--- src/hw/rtl/kgor_pkg.sv ---
// ----------------------------------------------------------------------------
// kgor_pkg
// Shared types and constants for the group order reverser.
// ----------------------------------------------------------------------------
package kgor_pkg;

  // group size register
  localparam int unsigned CfgW        = 5;
  localparam logic [4:0]  GroupSizeRst = 5'd1;

  // controller states, one-hot
  typedef enum logic [1:0] {
    ST_IDLE  = 2'b01,
    ST_DRAIN = 2'b10
  } state_e;

  // controller -> datapath
  typedef struct packed {
    logic store;   // input request taken, write it into the group store
    logic load;    // move next result from the store into the output register
  } cmd_t;

  // datapath -> controller
  typedef struct packed {
    logic go;      // the request being stored completes a group or a list
    logic stall;   // output register full and not being taken
    logic final_rd; // the result being loaded is the last of the run
  } status_t;

endpackage

--- src/hw/rtl/kgor_ctrl.sv ---
// ----------------------------------------------------------------------------
// kgor_ctrl
// Controller: takes requests while idle, sequences the drain of a run.
// ----------------------------------------------------------------------------
module kgor_ctrl (
  input  logic             clk_i,
  input  logic             rst_ni,
  input  logic             in_valid_i,
  output logic             in_ready_o,
  input  kgor_pkg::status_t status_i,
  output kgor_pkg::cmd_t    cmd_o
);

  kgor_pkg::state_e state_q, state_d;

  always_comb begin
    state_d       = state_q;
    in_ready_o    = 1'b0;
    cmd_o.store   = 1'b0;
    cmd_o.load    = 1'b0;
    case (state_q)
      kgor_pkg::ST_IDLE: begin
        in_ready_o  = 1'b1;
        cmd_o.store = in_valid_i;
        if (in_valid_i && status_i.go) begin
          state_d = kgor_pkg::ST_DRAIN;
        end
      end
      kgor_pkg::ST_DRAIN: begin
        cmd_o.load = !status_i.stall;
        if (!status_i.stall && status_i.final_rd) begin
          state_d = kgor_pkg::ST_IDLE;
        end
      end
      default: begin
        state_d = kgor_pkg::ST_IDLE;
      end
    endcase
  end

  always_ff @(posedge clk_i or negedge rst_ni) begin
    if (!rst_ni) begin
      state_q <= kgor_pkg::ST_IDLE;
    end else begin
      state_q <= state_d;
    end
  end

endmodule

--- src/hw/rtl/kgor_datapath.sv ---
// ----------------------------------------------------------------------------
// kgor_datapath
// Group store, fill and drain counters, group size register, output register.
// ----------------------------------------------------------------------------
module kgor_datapath #(
  parameter int unsigned MAX_GROUP   = 16,
  parameter int unsigned VALUE_WIDTH = 16
) (
  input  logic                         clk_i,
  input  logic                         rst_ni,
  input  logic                         cfg_we_i,
  input  logic [kgor_pkg::CfgW-1:0]    cfg_wdata_i,
  input  logic [VALUE_WIDTH-1:0]       in_value_i,
  input  logic                         in_end_i,
  input  logic                         out_ready_i,
  output logic                         out_valid_o,
  output logic [VALUE_WIDTH-1:0]       out_value_o,
  output logic                         out_last_o,
  output logic                         out_done_o,
  input  kgor_pkg::cmd_t               cmd_i,
  output kgor_pkg::status_t            status_o
);

  localparam int unsigned CntW = $clog2(MAX_GROUP + 1);
  localparam int unsigned IdxW = (MAX_GROUP > 1) ? $clog2(MAX_GROUP) : 1;
  localparam int unsigned KW   = (CntW > kgor_pkg::CfgW) ? CntW : kgor_pkg::CfgW;

  logic [VALUE_WIDTH-1:0]    store_mem [MAX_GROUP];
  logic [kgor_pkg::CfgW-1:0] gsize_q;
  logic [CntW-1:0]           fill_q, fill_d;
  logic [CntW-1:0]           run_n_q;
  logic [CntW-1:0]           cnt_q;
  logic                      rev_q;
  logic                      ends_q;
  logic                      out_valid_q;
  logic [VALUE_WIDTH-1:0]    out_value_q;
  logic                      out_last_q;
  logic                      out_done_q;

  logic [KW-1:0]   k_eff;
  logic            room;
  logic            is_full_grp;
  logic [CntW-1:0] rd_pos;
  logic            rd_last;

  // effective group size: zero acts as one, saturate at the store depth
  always_comb begin
    k_eff = KW'(gsize_q);
    if (gsize_q == '0) begin
      k_eff = KW'(1);
    end else if (KW'(gsize_q) > KW'(MAX_GROUP)) begin
      k_eff = KW'(MAX_GROUP);
    end
  end

  assign room        = (fill_q < CntW'(MAX_GROUP));
  assign fill_d      = room ? fill_q + CntW'(1) : fill_q;
  assign is_full_grp = (KW'(fill_d) >= k_eff);

  assign rd_pos  = rev_q ? (run_n_q - CntW'(1) - cnt_q) : cnt_q;
  assign rd_last = (cnt_q == run_n_q - CntW'(1));

  assign status_o.go       = is_full_grp || in_end_i;
  assign status_o.stall    = out_valid_q && !out_ready_i;
  assign status_o.final_rd = rd_last;

  always_ff @(posedge clk_i) begin
    if (cmd_i.store && room) begin
      store_mem[fill_q[IdxW-1:0]] <= in_value_i;
    end
    if (cmd_i.load) begin
      out_value_q <= store_mem[rd_pos[IdxW-1:0]];
      out_last_q  <= rd_last;
      out_done_q  <= rd_last && ends_q;
    end
  end

  always_ff @(posedge clk_i or negedge rst_ni) begin
    if (!rst_ni) begin
      gsize_q     <= kgor_pkg::GroupSizeRst;
      fill_q      <= '0;
      run_n_q     <= '0;
      cnt_q       <= '0;
      rev_q       <= 1'b0;
      ends_q      <= 1'b0;
      out_valid_q <= 1'b0;
    end else begin
      if (cfg_we_i) begin
        gsize_q <= cfg_wdata_i;
      end
      if (cmd_i.store) begin
        if (status_o.go) begin
          fill_q  <= '0;
          run_n_q <= fill_d;
          cnt_q   <= '0;
          rev_q   <= is_full_grp;
          ends_q  <= in_end_i;
        end else begin
          fill_q <= fill_d;
        end
      end
      if (cmd_i.load) begin
        cnt_q       <= cnt_q + CntW'(1);
        out_valid_q <= 1'b1;
      end else if (out_ready_i) begin
        out_valid_q <= 1'b0;
      end
    end
  end

  assign out_valid_o = out_valid_q;
  assign out_value_o = out_value_q;
  assign out_last_o  = out_last_q;
  assign out_done_o  = out_done_q;

endmodule

--- src/hw/rtl/k_group_order_reverser_unit.sv ---
// ----------------------------------------------------------------------------
// k_group_order_reverser_unit
// Reverses a stream of list elements in groups of a configurable size.
//
//  channel   dir  handshake                    payload
//  s_axis    in   s_axis_tvalid/s_axis_tready  tdata: elem_value, tlast: list_end
//  m_axis    out  m_axis_tvalid/m_axis_tready  tdata: out_value, tlast: run_last,
//                                              tuser: list_done
//  cfg       in   cfg_we_i                     cfg_wdata_i: group_size
//
// A request that completes neither a group nor a list is only stored. One
// that completes a run of n elements is stored, and then the run is drained
// from the group store one result a cycle through the registered store read,
// and input is refused meanwhile. The next request is taken while the last
// result of a run still waits in the output register. Output stalls hold the
// drain. Reset clears the fill count and sets the group size to one; the
// store itself is not cleared and needs no clearing pass.
// ----------------------------------------------------------------------------
module k_group_order_reverser_unit #(
  parameter int unsigned MAX_GROUP   = 16,
  parameter int unsigned VALUE_WIDTH = 16,
  // tdata rounded up to whole bytes
  localparam int unsigned DataW      = ((VALUE_WIDTH + 7) / 8) * 8
) (
  input  logic                      clk_i,
  input  logic                      rst_ni,
  // group size register
  input  logic                      cfg_we_i,
  input  logic [kgor_pkg::CfgW-1:0] cfg_wdata_i,
  // input stream
  input  logic                      s_axis_tvalid,
  output logic                      s_axis_tready,
  input  logic [DataW-1:0]          s_axis_tdata,  // [VALUE_WIDTH-1:0] elem_value
  input  logic                      s_axis_tlast,  // list_end
  // output stream
  output logic                      m_axis_tvalid,
  input  logic                      m_axis_tready,
  output logic [DataW-1:0]          m_axis_tdata,  // [VALUE_WIDTH-1:0] out_value
  output logic                      m_axis_tlast,  // run_last
  output logic                      m_axis_tuser   // [0] list_done
);

  kgor_pkg::cmd_t    cmd;
  kgor_pkg::status_t status;
  logic [VALUE_WIDTH-1:0] out_value;

  kgor_ctrl u_ctrl (
    .clk_i      (clk_i),
    .rst_ni     (rst_ni),
    .in_valid_i (s_axis_tvalid),
    .in_ready_o (s_axis_tready),
    .status_i   (status),
    .cmd_o      (cmd)
  );

  kgor_datapath #(
    .MAX_GROUP   (MAX_GROUP),
    .VALUE_WIDTH (VALUE_WIDTH)
  ) u_datapath (
    .clk_i       (clk_i),
    .rst_ni      (rst_ni),
    .cfg_we_i    (cfg_we_i),
    .cfg_wdata_i (cfg_wdata_i),
    .in_value_i  (s_axis_tdata[VALUE_WIDTH-1:0]),
    .in_end_i    (s_axis_tlast),
    .out_ready_i (m_axis_tready),
    .out_valid_o (m_axis_tvalid),
    .out_value_o (out_value),
    .out_last_o  (m_axis_tlast),
    .out_done_o  (m_axis_tuser),
    .cmd_i       (cmd),
    .status_o    (status)
  );

  // zero padding above the value
  assign m_axis_tdata = DataW'(out_value);

endmodule

--- config.mk ---
export PLATFORM = sky130hd
export DESIGN_NAME = k_group_order_reverser_unit
export DESIGN_NICKNAME = d
export VERILOG_FILES = /design/src/hw/rtl/kgor_pkg.sv /design/src/hw/rtl/kgor_ctrl.sv /design/src/hw/rtl/kgor_datapath.sv /design/src/hw/rtl/k_group_order_reverser_unit.sv
export SDC_FILE = /design/constraint.sdc
export NUM_CORES = 1
export LEC_CHECK = 0
export BUFFER_PORTS_ARGS = -buffer_cell sky130_fd_sc_hd__buf_4
export CORE_MARGIN = 2
export CORE_UTILIZATION = 45
export CTS_CLUSTER_SIZE = 25
export DETAILED_ROUTE_END_ITERATION = 6
export SLEW_MARGIN = 20
export SYNTH_ARGS = -nofsm -noshare
export SYNTH_HDL_FRONTEND = slang
export SYNTH_SLANG_ARGS = --single-unit
export TNS_END_PERCENT = 30
--- constraint.sdc ---
create_clock -name clk_i -period 7.63 [get_ports clk_i]
set_input_delay 0.3815 -clock clk_i [delete_from_list [all_inputs] [get_ports clk_i]]
set_output_delay 0.3815 -clock clk_i [all_outputs]
set_load 0.01 [all_outputs]
==> Word level (Yosys, flattened, before mapping) <==
Memory sizes are Yosys's and may differ from the RTL's. A register that Yosys moved wholly into a read port is not among the register bits.
Cells that the tools add are included.
{ "classes": {"n_addsub": 4, "n_lt_le_gt_ge": 3, "n_eq_ne": 5, "muxes": 18, "n_reduce_logical": 15} }
{ "op_table": {"columns": ["cell", "n"], "rows": [
  ["5-bit 2-to-1 mux", 7],
  ["5-bit by 1-bit adder with 5-bit output (second input constant)", 2],
  ["1-bit 2-to-1 mux", 7],
  ["2-bit AND reduction", 3],
  ["2-bit nonzero test", 3],
  ["5-bit == test", 1],
  ["5-bit greater-or-equal comparator", 1],
  ["5-bit greater-than comparator (second input constant)", 1],
  ["1-bit logical AND", 5],
  ["5-bit logical NOT", 1],
  ["5-bit less-than comparator (second input constant)", 1],
  ["5-bit by 1-bit subtractor with 5-bit output (second input constant)", 1],
  ["2-bit 2-to-1 mux", 2],
  ["4-bit 2-to-1 mux", 1],
  ["2-bit by 1-bit != test with 1-bit output (second input constant)", 2],
  ["2-bit one-hot mux with 2 select lines", 1],
  ["4-bit subtractor", 1],
  ["2-bit by 1-bit == test with 1-bit output (second input constant)", 1],
  ["2-bit == test (second input constant)", 1],
  ["1-bit logical NOT", 2],
  ["1-bit logical OR", 1]
]} }
{ "word_totals": {"ff_bits": 27, "ramBits": 256, "in_bits": 27, "out_inout_bits": 20, "n_memories": 1} }
{ "mem_list": {"columns": ["name", "depth", "word_bits", "rd", "rd_ports_with_merged_regs", "write_ports", "line_no", "rtl"], "rows": [
  ["u_datapath.store_mem", 16, 16, 1, 1, 1, "kgor_datapath.sv:28", "logic [VALUE_WIDTH-1:0] store_mem [MAX_GROUP];"]
]} }

==> Logic depth before layout (Yosys ltp) <==
Gate-level depths: netlist (run 1).
{ "depth": {"ltp_word": 8, "ltp_mapped": 12} }

==> Modules after synthesis <==
Synthesis (run 1) repeated with hierarchy kept, for this count alone.
{ "unflattened": {"hier_cells": 596, "area_unflattened_um2": 11972.7} }
{ "by_module_without_submodules": {"columns": ["mod", "n_inst", "cells_each", "area_per_inst_um2"], "rows": [
  ["kgor_datapath", 1, 586, 11867.6],
  ["kgor_ctrl", 1, 10, 105.1]
]} }

==> Worst setup path after synthesis (run 1) <==
Ideal clock, no wire load.
{ "synth_timing": {"kind": "reg-to-reg", "startpoint": "reg u_ctrl.state_q[0]", "endpoint": "mem u_datapath.store_mem[3][0], enable pin", "setup_ns": 0.409, "arrival_time_ns": 2.435, "t_required_ns": 7.221, "setup_slack_ns": 4.785, "stages_incl_launch_ff": 6, "synth_period_minus_slack_ns": 2.845, "cell_sequence": "dfstp_2 nor2b_1 nand2_1 nor2_1 nand2_1 nor3_1"} }
{ "synth_via": {"elab_chain_len": 5} }
{ "synth_rtl": {"columns": ["item", "line_no", "rtl"], "rows": [
  ["from (decl)", "kgor_ctrl.sv:14", "kgor_pkg::state_e state_q, state_d;"],
  ["from (signal assigned)", "kgor_ctrl.sv:43", "state_q <= kgor_pkg::ST_IDLE;"],
  ["from (signal assigned)", "kgor_ctrl.sv:45", "state_q <= state_d;"],
  ["2-bit by 1-bit == test with 1-bit output", "kgor_ctrl.sv:21", "case (state_q)"],
  ["1-bit 2-to-1 mux", "kgor_ctrl.sv:21", null],
  ["1-bit logical AND", "kgor_datapath.sv:68", "if (cmd_i.store && room) begin"],
  ["1-bit 2-to-1 mux", "kgor_datapath.sv:68", null],
  ["1-bit 2-to-1 mux (implied by the code)", "kgor_datapath.sv:69", "store_mem[fill_q[IdxW-1:0]] <= in_value_i;"],
  ["to (decl)", "kgor_datapath.sv:28", null]
]} }
No other way between the ends.

==> Final worst setup path (run 1) <==
{ "layout_timing": {"startpoint": "reg u_datapath.run_n_q[0]", "endpoint": "reg u_datapath.out_value_q[12] (netlist: u_datapath.out_value_o[12]) (read register of u_datapath.store_mem), data pin"} }
{ "layout_via": {"elab_chain_len": 3} }
{ "layout_rtl": {"columns": ["item", "line_no", "rtl"], "rows": [
  ["from (decl)", "kgor_datapath.sv:31", "logic [CntW-1:0] run_n_q;"],
  ["from (signal assigned)", "kgor_datapath.sv:94", "run_n_q <= fill_d;"],
  ["5-bit by 1-bit subtractor with 5-bit output", "kgor_datapath.sv:60", "assign rd_pos = rev_q ? (run_n_q - CntW'(1) - cnt_q) : cnt_q;"],
  ["4-bit subtractor", "kgor_datapath.sv:60", null],
  ["4-bit 2-to-1 mux", "kgor_datapath.sv:60", null],
  ["to (decl)", "kgor_datapath.sv:36", "logic [VALUE_WIDTH-1:0] out_value_q;"]
]} }
No other way between the ends.
A chain may end at the register's enable or synchronous reset.

==> results of run 1 <==
[worst max path at each step]
stage          depth (start not counted)                    endpoint  slack [ps]
2_1_floorplan                          5  u_datapath.store_mem[3][0]        4790
3_3_place_gp                          12   u_datapath.out_value_o[7]        3790
3_5_place_dp                          12  u_datapath.out_value_o[14]        3730
4_1_cts                               12  u_datapath.out_value_o[14]        3710
5_1_grt                               12  u_datapath.out_value_o[14]        3520
6_report                              12  u_datapath.out_value_o[12]        3760
[area by class of cell]
| class | count | area [um2] |
|---|---|---|
| sequential | 299 | 8856 |
| clock buffer | 36 | 794.5 |
| tap | 341 | 426.7 |
| multi-input combinational | 510 | 3227 |
| fill | 2282 | 12780 |
| timing repair buffer | 73 | 550.5 |
| inverter | 12 | 45.04 |
| clock inverter | 19 | 195.2 |
| antenna | 1 | 2.502 |
[layer usage]
metal | GRT usage, % | vias to the layer above
met2 | 32.19 | 183
li1 | - | 3412
met3 | 2.822 | 43
met5 | 0 | -
met1 | 27.42 | 3570
met4 | 4.942 | 0
[report_power, final]
group | leakage, uW | internal [uW] | switching, uW
registers | 0.00279 | 1980 | 83.2
logic | 0.00149 | 809 | 1510
clock network | 0.000486 | 873 | 598
total | 0.00476 | 3660 | 2190
[cells in the final DEF (no fill, tap or decap), types with 2 or more instances in the layout]
cell / synthesis / layout
sky130_fd_sc_hd__edfxtp_1: 274 / 274
sky130_fd_sc_hd__nand2_1: 150 / 150
sky130_fd_sc_hd__buf_4: 1 / 72
sky130_fd_sc_hd__and2_1: 66 / 66
sky130_fd_sc_hd__a211oi_1: 65 / 65
sky130_fd_sc_hd__a311oi_1: 48 / 48
sky130_fd_sc_hd__clkbuf_16: 0 / 31
sky130_fd_sc_hd__a21oi_1: 26 / 24
sky130_fd_sc_hd__dfrtp_1: 23 / 23
sky130_fd_sc_hd__nor3_1: 24 / 20
sky130_fd_sc_hd__a31oi_1: 16 / 16
sky130_fd_sc_hd__nor2_1: 27 / 15
sky130_fd_sc_hd__a21oi_2: 14 / 15
sky130_fd_sc_hd__ha_1: 14 / 14
sky130_fd_sc_hd__inv_1: 12 / 12
sky130_fd_sc_hd__nor2_2: 0 / 12
sky130_fd_sc_hd__clkinv_2: 0 / 9
sky130_fd_sc_hd__xnor2_1: 8 / 8
sky130_fd_sc_hd__nand2b_1: 7 / 7
sky130_fd_sc_hd__mux2_2: 7 / 7
sky130_fd_sc_hd__xor2_1: 5 / 5
sky130_fd_sc_hd__o21ai_0: 6 / 5
sky130_fd_sc_hd__clkbuf_1: 24 / 5
sky130_fd_sc_hd__nor3_2: 0 / 4
sky130_fd_sc_hd__nand3_1: 4 / 4
sky130_fd_sc_hd__bufinv_16: 0 / 4
sky130_fd_sc_hd__clkinv_1: 0 / 4
sky130_fd_sc_hd__mux2i_1: 4 / 3
sky130_fd_sc_hd__nor2b_1: 2 / 2
sky130_fd_sc_hd__o21a_1: 2 / 2
sky130_fd_sc_hd__or2_2: 2 / 2
sky130_fd_sc_hd__clkinvlp_4: 0 / 2
sky130_fd_sc_hd__dfstp_2: 2 / 2
[logic make-up after synthesis]
family | Yosys count | synth area share (%)
fa+ha+maj | 15 | 1.587
xor+xnor | 13 | 0.9256
flops | 299 | 72.00
simple gates | 285 | 10.69
buf+inv | 69 | 2.553
mux | 11 | 0.9664
compound gates | 186 | 11.28
[worst max-delay path, stage by stage, from the launching register on]
cell and delay [ps]:
sky130_fd_sc_hd__dfrtp_1 360, sky130_fd_sc_hd__inv_1 70, sky130_fd_sc_hd__ha_1 270, sky130_fd_sc_hd__inv_1 60
sky130_fd_sc_hd__fa_1 600, sky130_fd_sc_hd__nand2_1 110, sky130_fd_sc_hd__o21ai_4 80, sky130_fd_sc_hd__buf_4 480
sky130_fd_sc_hd__buf_4 770, sky130_fd_sc_hd__a211oi_1 180, sky130_fd_sc_hd__a311oi_1 460, sky130_fd_sc_hd__a21oi_1 110
sky130_fd_sc_hd__a21oi_2 160
[flip-flops by register name, summed over array words and instances (netlist names), 2 cells and up]
signal and count:
u_datapath.run_n_q 5, u_datapath.store_mem 256, u_datapath.cnt_q 5, u_datapath.out_value_o 16, u_ctrl.state_q 2, u_datapath.gsize_q 5
u_datapath.fill_q 5
[stage by stage]
step	cell area, um2	total power, uW	hold slack [ps]
after floorplan	12300	3832	85.91
after global placement	13090	4388	305.0
after detailed placement	13090	4425	304.1
after CTS	14090	5892	26.53
after global routing	14100	6221	59.94
final	14100	5845	41.36
==> results.txt, run 1 <==
status: complete, no violations
total iterations of the first detailed-routing run: 5
total negative slack for setup checks: 0 ps
CTS tree: yes
detailed-route wire length on metal 1: 12460 um
detailed placement HPWL: 14670 um
clk buf depth: 3
worst hold start: cfg_wdata_i[4]
cts bufs inserted: 30
total of hold buffers inserted after clock tree synthesis: 1
number of nets in the final layout: 968
vias post-DR: 7208
Req. time, crit path: 8040 ps
final setup slack of the worst path: 3758 ps
Final Wtd Congestion: 0.7357
standard-cell row count: 60
postcts setup bufs: 0
post-DR wirelength/cell: 21.48 um
Post-Route Skew: 9.977 ps
Die X-Extent: 169.3 um
total global-route track usage: 19.49%
category of the most critical setup path: register to register
vertical die dimension: 169.3 um
net count of the mapped netlist: 920
P&R area growth vs syn: 14.61%
Detailed Route WL: 27740 um
number of distinct library cells after synthesis: 41
Clk pin slew, worst setup/hold paths: 60 ps
post-CTS resize count: 0
dominant synthesized flop cell: sky130_fd_sc_hd__edfxtp_1
length in cells of the worst reg-to-reg path: 12
max_slew headroom: 40.08%
I/O pin total: 47
wire length of the first global-routing pass: 42200 um
slew at the pin with the worst max-slew slack: 898.7 ps
count of unresolved DRC violations after routing: 0
top achievable clock speed: 258.3 MHz
met3 wire length: 1459 um
WHS Path Cells: 3
terminating pin of the worst hold path: u_datapath.gsize_q[4]
top layer in use: met4
Root Buffer Master: sky130_fd_sc_hd__clkbuf_16
fraction of post-synthesis cell area in the top cell type by area: 66.89%
pin count of the biggest net entering global routing: 81
arrival time at the worst endpoint: 4280 ps
leading cell type by number of instances after synthesis: sky130_fd_sc_hd__edfxtp_1
count of state elements after synthesis: 299
Synth Instances: 878
fraction of the core area covered by cells at the end of the flow: 52.45%
sum of overflow across all layers after global routing: 0
total power divided by cell area: 414.6 mW/mm2
wire length on met2: 13340 um
maximum fanout along the worst path: 80
crit path from: u_datapath.run_n_q[0]
area leader, netlist: sky130_fd_sc_hd__edfxtp_1
mean instance size in the synthesized netlist: 14.01 um2
H-tree lvl count: 1
filler-free cell count of the finished design: 1291
setup repair after global routing missed its margin: no
source-to-sink clock delay at the later pin of the worst-skew pair: 540 ps
worst hold-check path type: primary input to register
Synth async-reset ratio: 8.361%
fraction of final layout cells with drive strength greater than 1: 17.60%
Max Cap Viol: 0
R2R setup slack: 3760 ps
setup-violating endpoint count in the final report: 0
dominant cells by area after synthesis: sky130_fd_sc_hd__edfxtp_1, sky130_fd_sc_hd__dfrtp_1, sky130_fd_sc_hd__nand2_1, sky130_fd_sc_hd__a211oi_1, sky130_fd_sc_hd__a311oi_1
number of antenna violations at the first check in global routing: 1
DRT iter0 DRCs: 650
synthesized cell area: 0.01230 mm2
critical register-to-register path endpoint: u_datapath.out_value_o[12]
core footprint: 0.02688 mm2
CTS sink count: 299
Placement Setup Slack: 3732 ps
leakage power summed over all cells: 0.004760 uW
number of enable-type register cells in the synthesized netlist: 274
final critical-path required period: 3872 ps
Worst R2R Start: u_datapath.run_n_q[0]
category of the worst setup path capture point: register
vias per std cell: 5.583
Commonest cells post-synth: sky130_fd_sc_hd__edfxtp_1, sky130_fd_sc_hd__nand2_1, sky130_fd_sc_hd__and2_1
initial standard-cell utilization of the core: 45.77%
count of buffers inserted at the top-level ports: 46
total count of hold-check failures in the final report: 0
YS warnings: 0
worst vdd ir: 352.8 uV
post-route antenna net violation count: 0
final number of max-transition violations: 0
sequential area share after synthesis: 72.00%
via count of the first global-routing pass: 7041
cell total after placement: 1234
Setup crit start kind: register
area of the die: 0.02867 mm2
portion of the clock cycle consumed by the worst path in the final layout: 50.75%
Note: power is estimated with default switching activity, not from simulation.
==> run 2: changes to the inputs <==
==> constraint.sdc (replaced) <==
create_clock -name clk_i -period 3.45 [get_ports clk_i]
set_input_delay 0.1725 -clock clk_i [delete_from_list [all_inputs] [get_ports clk_i]]
set_output_delay 0.1725 -clock clk_i [all_outputs]
set_load 0.01 [all_outputs]
==> run 2 against run 1 <==
Flip-flop and latch count is the same. First-iteration DRC count increased by 13%. Core utilization increased by 2.5 points. Sequential share of layout area fell by 2.8 points. Final area increased by 4.7%. Worst hold slack better by 85 ps. Largest power group unchanged. Worst setup slack worse by 3400 ps. Power rose by 140%. Via count up 3.0%.
==> results.txt, run 2 (same netlist as run 1, synthesis figures left out) <==
fraction of final layout cells with drive strength greater than 1: 18.19% (+0.59 points)
H-tree lvl count: 2 (+1)
met3 capacity usage during global routing: 4.128% (+1.3 points)
busiest grt layer: met2
Final Wtd Congestion: 0.7484 (+1.7%)
status: complete, no violations
flip-flop count of the largest register, all copies and words added: 256 (unchanged)
maximum fanout along the worst path: 28 (-65%)
sum of overflow across all layers after global routing: 0 (unchanged)
postcts setup bufs: 0 (unchanged)
detailed placement HPWL: 16240 um (+11%)
Placement Setup Slack: 405.8 ps (-3327 ps)
vias post-DR: 7424 (+3.0%)
CTS tree: yes
filler-free cell count of the finished design: 1336 (+3.5%)
post-route antenna net violation count: 0 (unchanged)
total iterations of the first detailed-routing run: 5 (unchanged)
cell total after placement: 1246 (+0.97%)
total negative slack for setup checks: 0 ps (unchanged)
total power divided by cell area: 940.0 mW/mm2 (+130%)
number of nets in the final layout: 1013 (+4.6%)
Root Buffer Master: sky130_fd_sc_hd__clkbuf_16
slew at the pin with the worst max-slew slack: 892.3 ps (-6.459 ps)
Max Cap Viol: 0 (unchanged)
CTS sink count: 299 (unchanged)
biggest cell delay along the critical path: 600 ps (-170 ps)
portion of the clock cycle consumed by the worst path in the final layout: 88.79% (+38 points)
commonest cells after routing, fill and taps aside: sky130_fd_sc_hd__edfxtp_1, sky130_fd_sc_hd__nand2_1, sky130_fd_sc_hd__buf_4
post-DR wirelength/cell: 21.29 um (-0.91%)
Global Route met2 Usage: 32.95% (+0.76 points)
Setup crit start kind: register
count of unresolved DRC violations after routing: 0 (unchanged)
fraction of the core area covered by cells at the end of the flow: 54.93% (+2.5 points)
setup-violating endpoint count in the final report: 0 (unchanged)
worst-path cell with the longest stage delay: sky130_fd_sc_hd__fa_1
category of the worst setup path capture point: register
# diodes: 0 (-1)
Post-Route Skew: 10.22 ps (+0.2457 ps)
initial standard-cell utilization of the core: 45.77% (unchanged)
setup repair after global routing missed its margin: no
leakage power summed over all cells: 0.005067 uW (+6.4%)
core footprint: 0.02688 mm2 (unchanged)
worst vdd ir: 657.0 uV (+86%)
total of fill cells in the finished design: 2168 (-5.0%)
vertical die dimension: 169.3 um (unchanged)
final critical-path required period: 3063 ps (-808.9 ps)
delay-heaviest family, CP: compound AO/OA/AOI/OAI gates
source-to-sink clock delay at the later pin of the worst-skew pair: 510 ps (-30 ps)
vias per std cell: 5.557 (-0.47%)
P&R area growth vs syn: 20.01%
count of buffers inserted at the top-level ports: 46 (unchanged)
pin count of the biggest net entering global routing: 105 (+30%)
worst hold-check path type: primary input to asynchronous set/reset pin
Die X-Extent: 169.3 um (unchanged)
post-CTS resize count: 0 (unchanged)
category of the most critical setup path: register to register
arrival time at the worst endpoint: 3420 ps (-860 ps)
total global-route track usage: 20.33% (+0.83 points)
M1 GR Usage: 28.68% (+1.3 points)
DRT iter0 DRCs: 732 (+13%)
wire length of the first global-routing pass: 43460 um (+3.0%)
number of antenna violations at the first check in global routing: 0 (-1)
most frequent standard cell in the layout excluding fill and tap cells: sky130_fd_sc_hd__edfxtp_1
max_slew headroom: 40.12% (about the same)
via count of the first global-routing pass: 7338 (+4.2%)
top achievable clock speed: 326.5 MHz (+26%)
final setup slack of the worst path: 386.8 ps (-3371 ps)
clk buf depth: 3 (unchanged)
Detailed Route WL: 28440 um (+2.5%)
Clk pin slew, worst setup/hold paths: 60 ps (about the same)
standard-cell row count: 60 (unchanged)
final number of max-transition violations: 0 (unchanged)
I/O pin total: 47 (unchanged)
Req. time, crit path: 3810 ps (-4230 ps)
area of the die: 0.02867 mm2 (unchanged)
total count of hold-check failures in the final report: 0 (unchanged)
CP Cell Sequence: inv_1 > ha_1 > inv_1 > fa_1 > nand2_1 > o21ai_4 > buf_4 > a211oi_1 > a311oi_1 > a21oi_1 > a21oi_1
cts bufs inserted: 34 (+13%)
buffers plus inverters on the worst setup path: 3 (-1)
[run 2: changes by cell type in the layout (fill, tap and decap cells not counted), sizes merged, moves of 2 or more]
cell / before / now
dlygate4sd3: 1 / 30
bufinv: 4 / 6
buf: 72 / 84
clkinvlp: 2 / 0
clkbuf: 36 / 41
[run 2: per-stage QoR]
step                      cell area, um2  total power, uW  hold slack (ps)
after CTS                          14760            13990            100.0
after global placement             13280            10100            96.10
after floorplan                    12300             8475           -123.1
after global routing               14760            14740            145.1
after detailed placement           13280            10160            101.1
final                              14760            13880            126.8
[run 2: final cells by class]
cell class | count | area, um2 | area share, %
flip-flops and latches | 299 | 8856 | 59.99
well taps | 341 | 426.7 | 2.890
repair buffers | 114 | 1031 | 6.984
multi-input cells | 510 | 3221 | 21.82
clock buffers | 41 | 940.9 | 6.374
clock inverters | 19 | 241.5 | 1.636
inverters | 12 | 45.04 | 0.3051
[run 2: path summary, 6_finish.rpt]
path,depth (start not counted),start,slack [ps],endpoint
worst max-delay path,11,u_datapath.run_n_q[0],390,u_datapath.out_value_o[0]
worst min-delay path,2,rst_ni,130,u_datapath.gsize_q[2]
max in group asynchronous,2,rst_ni,3020,u_ctrl.state_q[0]
worst max register to register,11,u_datapath.run_n_q[0],390,u_datapath.out_value_o[0]
min in group clk_i,5,s_axis_tvalid,170,u_datapath.fill_q[3]
worst min register to register,1,u_datapath.ends_q,520,u_datapath.ends_q
[run 2: metal layers]
metal	vias up	wire (um)	share of wire (%)
li1	3508	-	-
met4	0	481	1.7
met3	45	1520	5.3
met2	199	13400	47
met5	-	0	0
met1	3672	13040	46
[run 2: repair_timing]
item | 4_1_cts | 5_1_grt
hold buffers | 30 | 0
endpoints found under the setup margin | 0 | 0
hold endpoints to repair | 287 | 0
[run 2: where the power goes]
part	switching, uW	internal [uW]	total [uW]
clock	1400	2390	3790
combinational	3450	2090	5540
sequential	179	4370	4550
total	5030	8850	13900
